===== config.mk =====
export PLATFORM = sky130hd
export DESIGN_NAME = two_sided_multiset_difference_top
export DESIGN_NICKNAME = d
export VERILOG_FILES = /design/src/rtl/tmsd_pkg.sv /design/src/rtl/tmsd_scan_unit.sv /design/src/rtl/two_sided_multiset_difference_top.sv
export SDC_FILE = /design/constraint.sdc
export NUM_CORES = 2
export LEC_CHECK = 0
export ABC_CLOCK_PERIOD_IN_PS = 6720
export BUFFER_PORTS_ARGS = -buffer_cell sky130_fd_sc_hd__buf_2
export CAP_MARGIN = 40
export CORE_MARGIN = 5
export CORE_UTILIZATION = 56
export DETAILED_ROUTE_END_ITERATION = 10
export PLACE_DENSITY = 0.72
export SYNTH_ARGS = -nofsm -noshare
export SYNTH_HDL_FRONTEND = slang
export SYNTH_SLANG_ARGS = --single-unit

===== constraint.sdc =====
create_clock -name i_clk -period 6.72 [get_ports i_clk]
set_input_delay 1.008 -clock i_clk [delete_from_list [all_inputs] [get_ports i_clk]]
set_output_delay 1.008 -clock i_clk [all_outputs]
set_load 0.005 [all_outputs]

===== src/rtl/tmsd_pkg.sv =====
// Shared types and constants of the two-sided multiset difference block.
`timescale 1ns / 1ps
package tmsd_pkg;

    localparam logic [1:0] KIND_ASSIGN   = 2'd0;
    localparam logic [1:0] KIND_UNASSIGN = 2'd1;
    localparam logic [1:0] KIND_QUERY    = 2'd2;

    localparam logic [1:0] STATUS_FAIL = 2'd0;
    localparam logic [1:0] STATUS_PASS = 2'd1;
    localparam logic [1:0] STATUS_NEW  = 2'd2;

    localparam logic [4:0] COUNT_MAX = 5'd31;

    // One excess table entry; a count of zero marks a free entry.
    typedef struct packed {
        logic        side;
        logic [31:0] value;
        logic [4:0]  count;
    } t_entry;

    // What one pass over the table has found.
    typedef struct packed {
        logic        lose_hit;
        logic        gain_hit;
        logic        free_hit;
        logic        min_hit;
        logic [4:0]  lose_cnt;
        logic [4:0]  gain_cnt;
        logic [31:0] min_val;
    } t_scan_flags;

    typedef enum logic [2:0] {
        ST_CLEAR,
        ST_IDLE,
        ST_READ,
        ST_SCAN,
        ST_UPDATE,
        ST_DONE
    } t_state;

endpackage


===== src/rtl/tmsd_scan_unit.sv =====
// Shared compare unit that evaluates one table entry per cycle during a scan.
`timescale 1ns / 1ps
module tmsd_scan_unit
    import tmsd_pkg::*;
#(
    parameter int TABLE_DEPTH = 32
) (
    input  logic                           i_clk,
    input  logic                           i_rst_n,
    input  logic                           i_start,
    input  logic                           i_ev,
    input  t_entry                         i_entry,
    input  logic [$clog2(TABLE_DEPTH)-1:0] i_idx,
    input  logic                           i_lose,
    input  logic                           i_gain,
    input  logic [31:0]                    i_key,
    output t_scan_flags                    o_flags,
    output logic [$clog2(TABLE_DEPTH)-1:0] o_lose_idx,
    output logic [$clog2(TABLE_DEPTH)-1:0] o_gain_idx,
    output logic [$clog2(TABLE_DEPTH)-1:0] o_free_idx
);

    t_scan_flags r_flags;
    logic        occupied;
    logic        key_eq;

    assign occupied = (i_entry.count != 5'd0);
    assign key_eq   = (i_entry.value == i_key);

    always_ff @(posedge i_clk) begin
        if (!i_rst_n || i_start) begin
            r_flags <= '0;
        end else if (i_ev) begin
            if (occupied && i_entry.side == i_lose && key_eq && !r_flags.lose_hit) begin
                r_flags.lose_hit <= 1'b1;
                r_flags.lose_cnt <= i_entry.count;
                o_lose_idx       <= i_idx;
            end
            if (occupied && i_entry.side == i_gain && key_eq && !r_flags.gain_hit) begin
                r_flags.gain_hit <= 1'b1;
                r_flags.gain_cnt <= i_entry.count;
                o_gain_idx       <= i_idx;
            end
            if (!occupied && !r_flags.free_hit) begin
                r_flags.free_hit <= 1'b1;
                o_free_idx       <= i_idx;
            end
            // Smallest value of the watched side that is not below the key.
            if (occupied && i_entry.side == i_lose && i_entry.value >= i_key &&
                (!r_flags.min_hit || i_entry.value < r_flags.min_val)) begin
                r_flags.min_hit <= 1'b1;
                r_flags.min_val <= i_entry.value;
            end
        end
    end

    assign o_flags = r_flags;

endmodule


===== src/rtl/two_sided_multiset_difference_top.sv =====
// Top level of the two-sided multiset difference tracker.
//
// Items arrive on the s_axis channel: tuser carries the kind (assign,
// unassign, query), tdata carries side, slot and value. Every item gives
// exactly one result transaction on m_axis: tuser carries the status and
// tdata the next value. The block handles one item at a time and drops
// s_axis_tready while it works.
// An in-range assign writes the slot store and an in-range unassign reads
// it; either then scans the excess table one entry per cycle through a
// shared compare unit and finally writes back at most one entry. A query
// whose opposite side is completely filled scans the table the same way;
// any other item goes straight to its result. The table scan reads
// through the single memory read port of the excess table.
// After reset the block sweeps the excess table to mark every entry free,
// during which no item is accepted; APB writes are taken at any time.
// slots_in_use resets to 16.
// A finished result waits in an output register while the receiver stalls;
// the next item may be accepted meanwhile, but its result holds back until
// the output register is free.
`timescale 1ns / 1ps
module two_sided_multiset_difference_top
    import tmsd_pkg::*;
#(
    parameter int MAX_SLOTS   = 16,
    parameter int TABLE_DEPTH = 32
) (
    input  logic        i_clk,
    input  logic        i_rst_n,
    // APB configuration port, register slots_in_use at address 0
    input  logic        psel,
    input  logic        penable,
    input  logic        pwrite,
    input  logic [2:0]  paddr,
    input  logic [31:0] pwdata,
    output logic [31:0] prdata,
    output logic        pready,
    // Input items
    input  logic        s_axis_tvalid,
    output logic        s_axis_tready,
    input  logic [39:0] s_axis_tdata,  // side [0], slot [4:1], value [36:5], zero pad
    input  logic [1:0]  s_axis_tuser,  // kind [1:0]
    // Results
    output logic        m_axis_tvalid,
    input  logic        m_axis_tready,
    output logic [31:0] m_axis_tdata,  // next_value [31:0]
    output logic [1:0]  m_axis_tuser   // status [1:0]
);

    localparam int AW  = $clog2(TABLE_DEPTH);
    localparam int IW  = $clog2(TABLE_DEPTH + 1);
    localparam int SW  = (MAX_SLOTS > 1) ? $clog2(MAX_SLOTS) : 1;
    localparam int FW  = $clog2(MAX_SLOTS + 1);
    localparam int CW  = (FW > 5) ? FW : 5;
    localparam logic [IW-1:0] DEPTH_I = IW'(TABLE_DEPTH);
    localparam logic [CW-1:0] MAX_C   = CW'(MAX_SLOTS);
    localparam logic [FW-1:0] MAX_F   = FW'(MAX_SLOTS);

    // Configuration register.
    logic [4:0] r_slots;
    logic       cfg_wr;

    assign pready = 1'b1;
    assign cfg_wr = psel && penable && pwrite && pready && (paddr[2] == 1'b0);
    assign prdata = (paddr[2] == 1'b0) ? {27'd0, r_slots} : 32'd0;

    always_ff @(posedge i_clk) begin
        if (!i_rst_n) begin
            r_slots <= 5'd16;
        end else if (cfg_wr) begin
            r_slots <= pwdata[4:0];
        end
    end

    // Input fields.
    logic          in_side;
    logic [3:0]    in_slot;
    logic [31:0]   in_value;
    logic [CW-1:0] eff_slots;
    logic          in_range;
    logic [SW-1:0] in_slot_idx;

    assign in_side     = s_axis_tdata[0];
    assign in_slot     = s_axis_tdata[4:1];
    assign in_value    = s_axis_tdata[36:5];
    assign in_slot_idx = SW'(in_slot);
    // The usable slot count is the register clamped to MAX_SLOTS.
    assign eff_slots   = (CW'(r_slots) > MAX_C) ? MAX_C : CW'(r_slots);
    assign in_range    = (CW'(in_slot) < eff_slots);

    // State.
    t_state        r_state, n_state;
    logic [IW-1:0] r_idx, n_idx;
    logic          r_pend;
    logic [AW-1:0] r_pidx;
    logic [1:0]    r_kind;
    logic          r_side;
    logic [31:0]   r_val;
    logic [31:0]   r_key;
    logic [FW-1:0] r_filled [2];
    logic [1:0]    r_res_status, n_res_status;
    logic [31:0]   r_res_value, n_res_value;
    logic          r_ov;
    logic [1:0]    r_ostatus;
    logic [31:0]   r_ovalue;

    // Slot store memory.
    logic [31:0] r_slotmem [2][MAX_SLOTS];
    logic [31:0] r_slot_rd;

    // Excess table memory.
    t_entry        r_tab [TABLE_DEPTH];
    t_entry        r_tab_rd;
    logic          tab_we;
    logic [AW-1:0] tab_wa;
    t_entry        tab_wd;

    // Scan unit connections.
    t_scan_flags   flags;
    logic [AW-1:0] lose_idx, gain_idx, free_idx;
    logic          scan_start;
    logic          lose_side, gain_side;
    logic          accept;
    logic          done_load;
    logic          issue;

    assign s_axis_tready = (r_state == ST_IDLE);
    assign accept        = s_axis_tvalid && s_axis_tready;
    assign issue         = (r_state == ST_SCAN) && (r_idx != DEPTH_I);
    assign lose_side     = (r_kind == KIND_UNASSIGN) ? r_side : ~r_side;
    assign gain_side     = ~lose_side;

    always_ff @(posedge i_clk) begin
        if (accept && s_axis_tuser == KIND_ASSIGN && in_range) begin
            r_slotmem[in_side][in_slot_idx] <= in_value;
        end
        r_slot_rd <= r_slotmem[in_side][in_slot_idx];
    end

    always_ff @(posedge i_clk) begin
        if (tab_we) begin
            r_tab[tab_wa] <= tab_wd;
        end
        r_tab_rd <= r_tab[r_idx[AW-1:0]];
    end

    tmsd_scan_unit #(
        .TABLE_DEPTH(TABLE_DEPTH)
    ) u_scan (
        .i_clk      (i_clk),
        .i_rst_n    (i_rst_n),
        .i_start    (scan_start),
        .i_ev       (r_pend),
        .i_entry    (r_tab_rd),
        .i_idx      (r_pidx),
        .i_lose     (lose_side),
        .i_gain     (gain_side),
        .i_key      (r_key),
        .o_flags    (flags),
        .o_lose_idx (lose_idx),
        .o_gain_idx (gain_idx),
        .o_free_idx (free_idx)
    );

    // Sequencer: next state, table writes and the result.
    always_comb begin
        n_state      = r_state;
        n_idx        = r_idx;
        n_res_status = r_res_status;
        n_res_value  = r_res_value;
        tab_we       = 1'b0;
        tab_wa       = r_idx[AW-1:0];
        tab_wd       = '0;
        scan_start   = 1'b0;
        done_load    = 1'b0;
        unique case (r_state)
            ST_CLEAR: begin
                tab_we = 1'b1;
                n_idx  = r_idx + 1'b1;
                if (r_idx == DEPTH_I - 1'b1) begin
                    n_idx   = '0;
                    n_state = ST_IDLE;
                end
            end
            ST_IDLE: begin
                if (accept) begin
                    n_res_status = STATUS_PASS;
                    n_res_value  = in_value;
                    n_idx        = '0;
                    n_state      = ST_DONE;
                    priority case (s_axis_tuser)
                        KIND_ASSIGN: begin
                            if (in_range) begin
                                n_state    = ST_SCAN;
                                scan_start = 1'b1;
                            end
                        end
                        KIND_UNASSIGN: begin
                            if (in_range) begin
                                n_state = ST_READ;
                            end
                        end
                        KIND_QUERY: begin
                            if (CW'(r_filled[~in_side]) == eff_slots) begin
                                n_state    = ST_SCAN;
                                scan_start = 1'b1;
                            end
                        end
                        default: begin
                            n_state = ST_DONE;
                        end
                    endcase
                end
            end
            ST_READ: begin
                n_state    = ST_SCAN;
                scan_start = 1'b1;
            end
            ST_SCAN: begin
                if (issue) begin
                    n_idx = r_idx + 1'b1;
                end else if (!r_pend) begin
                    if (r_kind == KIND_QUERY) begin
                        n_state = ST_DONE;
                        if (!flags.min_hit) begin
                            n_res_status = STATUS_FAIL;
                        end else if (flags.min_val != r_val) begin
                            n_res_status = STATUS_NEW;
                            n_res_value  = flags.min_val;
                        end
                    end else begin
                        n_state = ST_UPDATE;
                    end
                end
            end
            ST_UPDATE: begin
                n_state = ST_DONE;
                // Cancel an excess of the losing side first, else grow the gaining side.
                if (flags.lose_hit) begin
                    tab_we = 1'b1;
                    tab_wa = lose_idx;
                    tab_wd = '{side: lose_side, value: r_key, count: flags.lose_cnt - 1'b1};
                end else if (flags.gain_hit) begin
                    tab_we = (flags.gain_cnt < COUNT_MAX);
                    tab_wa = gain_idx;
                    tab_wd = '{side: gain_side, value: r_key, count: flags.gain_cnt + 1'b1};
                end else if (flags.free_hit) begin
                    tab_we = 1'b1;
                    tab_wa = free_idx;
                    tab_wd = '{side: gain_side, value: r_key, count: 5'd1};
                end
            end
            ST_DONE: begin
                if (!r_ov || m_axis_tready) begin
                    done_load = 1'b1;
                    n_state   = ST_IDLE;
                end
            end
            default: begin
                n_state = ST_IDLE;
            end
        endcase
    end

    always_ff @(posedge i_clk) begin
        if (!i_rst_n) begin
            r_state     <= ST_CLEAR;
            r_idx       <= '0;
            r_pend      <= 1'b0;
            r_filled[0] <= '0;
            r_filled[1] <= '0;
            r_ov        <= 1'b0;
        end else begin
            r_state <= n_state;
            r_idx   <= n_idx;
            r_pend  <= issue;
            if (accept && in_range) begin
                if (s_axis_tuser == KIND_ASSIGN && r_filled[in_side] < MAX_F) begin
                    r_filled[in_side] <= r_filled[in_side] + 1'b1;
                end
                if (s_axis_tuser == KIND_UNASSIGN && r_filled[in_side] != '0) begin
                    r_filled[in_side] <= r_filled[in_side] - 1'b1;
                end
            end
            if (done_load) begin
                r_ov <= 1'b1;
            end else if (m_axis_tready) begin
                r_ov <= 1'b0;
            end
        end
    end

    // Payload registers.
    always_ff @(posedge i_clk) begin
        r_pidx       <= r_idx[AW-1:0];
        r_res_status <= n_res_status;
        r_res_value  <= n_res_value;
        if (accept) begin
            r_kind <= s_axis_tuser;
            r_side <= in_side;
            r_val  <= in_value;
            r_key  <= in_value;
        end
        if (r_state == ST_READ) begin
            r_key <= r_slot_rd;
        end
        if (done_load) begin
            r_ostatus <= r_res_status;
            r_ovalue  <= r_res_value;
        end
    end

    assign m_axis_tvalid = r_ov;
    assign m_axis_tdata  = r_ovalue;
    assign m_axis_tuser  = r_ostatus;

    // Assertions.
    a_ready_idle: assert property (@(posedge i_clk) disable iff (!i_rst_n)
        s_axis_tready |-> (r_state == ST_IDLE))
        else $error("input ready outside idle");

    a_fill_bound: assert property (@(posedge i_clk) disable iff (!i_rst_n)
        (r_filled[0] <= MAX_F) && (r_filled[1] <= MAX_F))
        else $error("fill count above slot count");

    a_no_result_overrun: assert property (@(posedge i_clk) disable iff (!i_rst_n)
        (r_ov && !m_axis_tready) |-> !done_load)
        else $error("result loaded over a stalled result");

    a_pend_scan: assert property (@(posedge i_clk) disable iff (!i_rst_n)
        r_pend |-> (r_state == ST_SCAN))
        else $error("table read pending outside scan");

endmodule

* Yosys cells after proc, flatten, opt, wreduce, memory -nomap -nowiden
Memory sizes are Yosys's and may differ from the RTL's. A register that Yosys moved wholly into a read port is not among the register bits. Index checks and enable logic that the tools add are counted.
Storage, ports and cells: register bits after elaboration 249, output and inout port bits 69, word-level logic and storage cells 200, RAM bits 2250, input port bits 84, memories kept 3
Memories:
- r_tab | depth 32, bits a word 38, read ports 1, clocked after Yosys merged registers in 1, wr ports 1, line two_sided_multiset_difference_top.sv:111 | t_entry r_tab [TABLE_DEPTH];
- r_slotmem | depth 2, bits a word 512, read ports 1, clocked after Yosys merged registers in 0, wr ports 1, line two_sided_multiset_difference_top.sv:107 | logic [31:0] r_slotmem [2][MAX_SLOTS];
- r_filled | depth 2, bits a word 5, read ports 2, clocked after Yosys merged registers in 0, wr ports 2, line two_sided_multiset_difference_top.sv:99 | logic [FW-1:0] r_filled [2];
Cells by class: equality and inequality tests 26, muxes and demuxes 76, magnitude comparators 8, reductions and logical operators 50, add/sub/neg operators 5, bitwise operators 7
Operators with widths (count):
- $mux W512 | 1
- $mux W32 | 10
- $mux W38 | 4
- $bmux W32 S4 | 1
- $demux W32 S4 | 1
- $pmux W32 S2 | 1
- $mux W5 | 8
- $eq A32 B32 Y1 | 1
- $ge A32 B32 Y1 | 1
- $lt A32 B32 Y1 | 1
- $ne A32 B32 Y1 | 1
- $mux W1 | 26
- $mux W3 | 8
- $logic_and A1 B1 Y1 | 20
- $mux W6 | 3
- $pmux W3 S6 | 1
- $pmux W6 S3 | 1
- $mux W2 | 6
- $reduce_and A3 Y1 | 4
- $add A5 B1 Y5 const B | 2
- $lt A5 B5 Y1 const B | 2
- $ne A2 B2 Y1 const B | 5
- $reduce_bool A5 Y1 | 2
- $sub A5 B1 Y5 const B | 2
- other kinds (33) | 60

* Longest topological paths before layout
depth after elaboration 10, depth in mapped cells 15, depth with buffers taken out 15

* Hierarchy
A second synthesis with hierarchy kept.
Second synthesis, totals: cells, all modules 4701, area total of the unflattened synthesis 98413.1 sq um
By module, submodules not included:
- two_sided_multiset_difference_top | cells an instance 4262, times used 1, area each 94564.4 sq um, seq. area each 73440.4 sq um
- tmsd_scan_unit | cells an instance 439, times used 1, area each 3848.7 sq um, seq. area each 1371.3 sq um

* Worst setup path before layout
No wires, ideal clock.
path type input to register, start point in s_axis_tdata[2], end point mem r_slotmem[0][100] (netlist bit) (enable), path buffers 1, required time 6.259 ns, arrival time 4.927 ns, stages on the path 8, setup time 0.461 ns, setup slack 1.332 ns, cells stage by stage ha_1 -> o21ai_0 -> a21oi_1 -> o41a_1 -> or3_1 -> or3_1 -> clkbuf_1 -> nor3_1
Between the ends: longest elaborated chain between the ends 6, elaborated cells on any way between the ends 10, classes of those cells order compare: 3; mux: 4; bitwise: 1; reduce/logical: 2
RTL lines:
- start, declared | line two_sided_multiset_difference_top.sv:40 | input logic [39:0] s_axis_tdata,
- $not A4 Y5 (not written as such) | line two_sided_multiset_difference_top.sv:134 | r_slotmem[in_side][in_slot_idx] <= in_value;
- $ge A5 B5 Y1 (not written as such) or $lt A5 B1 Y1 (tied branches) | line two_sided_multiset_difference_top.sv:134
- $logic_and A1 B1 Y1 (not written as such) | line two_sided_multiset_difference_top.sv:134
- $mux W32 (not written as such) | line two_sided_multiset_difference_top.sv:134
- $demux W32 S4 | line two_sided_multiset_difference_top.sv:134
- $mux W512 (not written as such) (*) | line two_sided_multiset_difference_top.sv:134
- end, declared | line two_sided_multiset_difference_top.sv:107
Every way passes the cells marked *; elsewhere a longest branch is shown, timed or not.

* Final worst setup path
start point reg r_state[0], end point mem r_tab[2][2] (netlist bit) (enable)
Between the ends: longest elaborated chain between the ends 4, elaborated cells on any way between the ends 6, classes of those cells eq/ne: 1; mux: 4; reduce/logical: 1
RTL lines:
- start, declared | line two_sided_multiset_difference_top.sv:91 | t_state r_state, n_state;
- start signal, assigned | line two_sided_multiset_difference_top.sv:273 | r_state <= n_state;
- $eq A3 B3 Y1 or $logic_not A3 Y1 (tied branches) | line two_sided_multiset_difference_top.sv:175 | unique case (r_state)
- $pmux W1 S2 | line two_sided_multiset_difference_top.sv:175
- $mux W1 | line two_sided_multiset_difference_top.sv:140 | if (tab_we) begin
- $mux W1 (not written as such) | line two_sided_multiset_difference_top.sv:141 | r_tab[tab_wa] <= tab_wd;
- end, declared | line two_sided_multiset_difference_top.sv:111
Parallel ways exist; a longest one is shown, timed or not.

==> flow_metrics.tcl <==
set metrics [dict create \
    syn_avg_cell_area_um2 21.3 \
    grt_usage 0.257 \
    setup_viol 0 \
    cpMostUsedCell "nor2_1" \
    crit_slowest_cell "nor2_4" \
    drive_gt1_frac 0.282 \
    max-slew-margin-rel 0.346 \
    clock_path_buffers 3 \
    cts_resized 0 \
    synth_edf_count 2400 \
    grt_setup_unrepaired "no" \
    initial_utilization 0.564 \
    wl_per_cell_um 31.6 \
    worstPathArrival_ns 4.78 \
    hold_violations 0 \
    die_w_um 429 \
    placed_cells_incl_taps 6982 \
    cts_setup_buffers 0 \
    layout.nets 5060 \
    grt_overflow 0 \
    place_ws_ns 1.66 \
    synthesis.instances 4605 \
    tns_ns 0 \
    fp-row-count 153 \
    holdWs_ns 0.350 \
    syn2layout_area_growth_pct 12.9 \
    grt_pass1_wl_um 341000 \
    cts-buffers-inserted 236 \
    mostFrequentLayoutCell "edfxtp_1" \
    detail-route-antenna-nets 0 \
    tightest_slew_ns 0.970 \
    required_ns 7.19 \
    ys_ff_latch 2537 \
    drtIter0Drc 6012 \
    yosysSeqAreaShare 0.763 \
    outcome "finished, final reports clean" \
    fin_crit_ns 4.31 \
    min_period_over_period 0.642 \
    routed_wl_um 235000 \
    peakVddDrop_mv 0.270 \
    dp_hpwl_um 134000 \
    ff_latch_area_mm2 0.0748 \
    cts.sinks 2537 \
    tritoncts "built" \
    core-area_mm2 0.174 \
    p_leak_nw 36.9 \
    hp-class "input pin to flop" \
    first_global_vias 48212 \
    pin_count 153 \
    netlist_area_mm2 0.0981 \
    max_stage_delay_ns 0.74 \
    clkTransAtPathRegs_ns 0.06 \
    startpoint_type "flop" \
    synth_warnings 0 \
    final_cell_mix "2400 x edfxtp_1, 636 x mux4_2, 244 x nand2_1, 236 x clkbuf_16, 178 x mux2i_1" \
    pwr_density_cell_mw_per_mm2 295 \
    die_h_um 429 \
    via_count 47589 \
    die_area_mm2 0.184 \
    finalWorstSetupSlack_ns 2.41 \
    ys.flop_type "edfxtp_1" \
    fillers 11253 \
    viasPerCell 6.39 \
    cts.htree.levels 4 \
    worstSetupPathType "flop to flop" \
    clock_latency_ns 0.89 \
    final_util 0.636 \
    async_flop_share 0 \
    port_buffers 92 \
    worstPathMaxFanout 25 \
    drt-pass1-iter-count 5 \
    fmax_ghz 0.232 \
    multiInputGateArea_mm2 0.0223 \
    cap_violations 0 \
    path_buf_inv 1 \
    crit_path_cell_trace "nor2_1 > nand2_1 > nor2_1 > o22ai_1 > nand3_1 > nor2_4 > buf_4" \
    grt_max_degree 108 \
    crit_family "simple AND/OR/NAND/NOR gates" \
    final_cells 7443 \
    remaining_drc_errors 0 \
    skew_ns 0.0608 \
    cts_root_buf "clkbuf_16" \
    antenna_found_initial 18 \
    postCtsHoldBufs 0 \
    synth_cell_types 67 \
    endpoint_kind "flop" \
    slew_viol_final 0 \
    finalWeightedCongestion 0.821 \
]
## flip-flops by register name, summed over array words and instances (netlist names), 5 cells and up
name / flops
r_tab: 1216
r_pidx: 5
r_slot_rd: 32
u_scan.o_free_idx: 5
r_val: 32
r_slots: 5
r_filled: 10
m_axis_tdata: 32
u_scan.o_gain_idx: 5
u_scan.o_lose_idx: 5
r_slotmem: 1024
r_key: 32
u_scan.o_flags: 46
r_tab_rd: 38
r_idx: 6
r_res_value: 32
## layout make-up
| type | instances | share of cell area |
|---|---|---|
| sequential | 2537 | 0.676 |
| multi-input combinational | 1758 | 0.202 |
| clock buffer | 315 | 0.0577 |
| tap | 2325 | 0.0263 |
| timing repair buffer | 285 | 0.0221 |
| clock inverter | 133 | 0.0132 |
| inverter | 84 | 0.00285 |
| antenna | 6 | 0.000136 |
## path summary, 6_finish.rpt
path                                startpoint               to  slack, ns  cells past startpoint
worst max-delay path                r_state[0]      r_tab[2][2]       2.41                      7
worst min-delay path                 pwdata[4]       r_slots[4]       0.35                      3
worst max register to register      r_state[0]      r_tab[2][2]       2.41                      7
worst min register to register  r_res_value[5]  m_axis_tdata[5]       0.42                      0
## cell families after synthesis
group           share of synthesized area
mux                                 0.169
simple gates                       0.0253
other cells                     0.0000766
buf+inv                            0.0157
compound gates                     0.0132
xor+xnor                          0.00446
fa+ha+maj                         0.00952
flops                               0.763
## metrics by stage
| stage | total power, mW | cell area (um2) |
|---|---|---|
| 2_1_floorplan | 18.9 | 98200 |
| 3_3_place_gp | 19.5 | 102000 |
| 4_1_cts | 32.8 | 111000 |
| 3_5_place_dp | 19.6 | 103000 |
| 5_1_grt | 33.6 | 111000 |
| 6_report | 32.7 | 111000 |
## cell usage after synthesis, types with 3 or more instances
| library cell | count | area [um2] |
|---|---|---|
| edfxtp_1 | 2400 | 72100 |
| mux4_2 | 636 | 14300 |
| nand2_1 | 245 | 920 |
| mux2i_1 | 178 | 1780 |
| dfxtp_1 | 137 | 2740 |
| nor2_1 | 129 | 484 |
| clkbuf_1 | 123 | 462 |
| inv_1 | 84 | 315 |
| o22ai_1 | 75 | 469 |
| ha_1 | 73 | 913 |
| buf_2 | 58 | 290 |
| o21ai_0 | 48 | 240 |
| a21oi_1 | 43 | 215 |
| mux2_2 | 42 | 473 |
| or2_2 | 38 | 238 |
| buf_4 | 32 | 240 |
| buf_1 | 31 | 116 |
| xnor2_1 | 30 | 263 |
| nor3_1 | 29 | 145 |
| nand3_1 | 23 | 115 |
| xor2_1 | 20 | 175 |
| nand4_1 | 13 | 81.3 |
| nor2b_1 | 10 | 62.6 |
| nand2b_1 | 8 | 50.1 |
| or3_1 | 7 | 43.8 |
| nand3b_1 | 6 | 45.0 |
| a221oi_1 | 5 | 43.8 |
| and2_1 | 5 | 31.3 |
| buf_6 | 5 | 56.3 |
| nor4_1 | 5 | 31.3 |
| a21o_1 | 4 | 30.0 |
| o21a_1 | 4 | 30.0 |
| o21bai_1 | 4 | 30.0 |
| a2111oi_0 | 3 | 26.3 |
| a211oi_1 | 3 | 22.5 |
| a22oi_1 | 3 | 22.5 |
| and4_1 | 3 | 26.3 |
| buf_12 | 3 | 60.1 |
| or4_1 | 3 | 22.5 |
## worst register-to-register path, cell delays in order, from the launching register on
cell     delay (ns)
dfxtp_1        0.57
nor2_1         0.11
nand2_1        0.35
nor2_1         0.25
o22ai_1        0.65
nand3_1        0.54
nor2_4         0.75
buf_4          0.66
## report_power, final
part | internal (mW) | switching [mW]
clock | 7.56 | 5.83
combinational | 0.741 | 1.01
sequential | 17.3 | 0.168
## layer usage
| metal | routed length [um] | global-route usage | part of all wire |
|---|---|---|---|
| met1 | 88400 | 0.356 | 0.38 |
| met2 | 116000 | 0.413 | 0.49 |
| met3 | 23800 | 0.0591 | 0.10 |
| met4 | 7660 | 0.0812 | 0.033 |
| met5 | 27 | 0 | 0.00011 |
No activity file was read; power rests on OpenSTA's default activity.
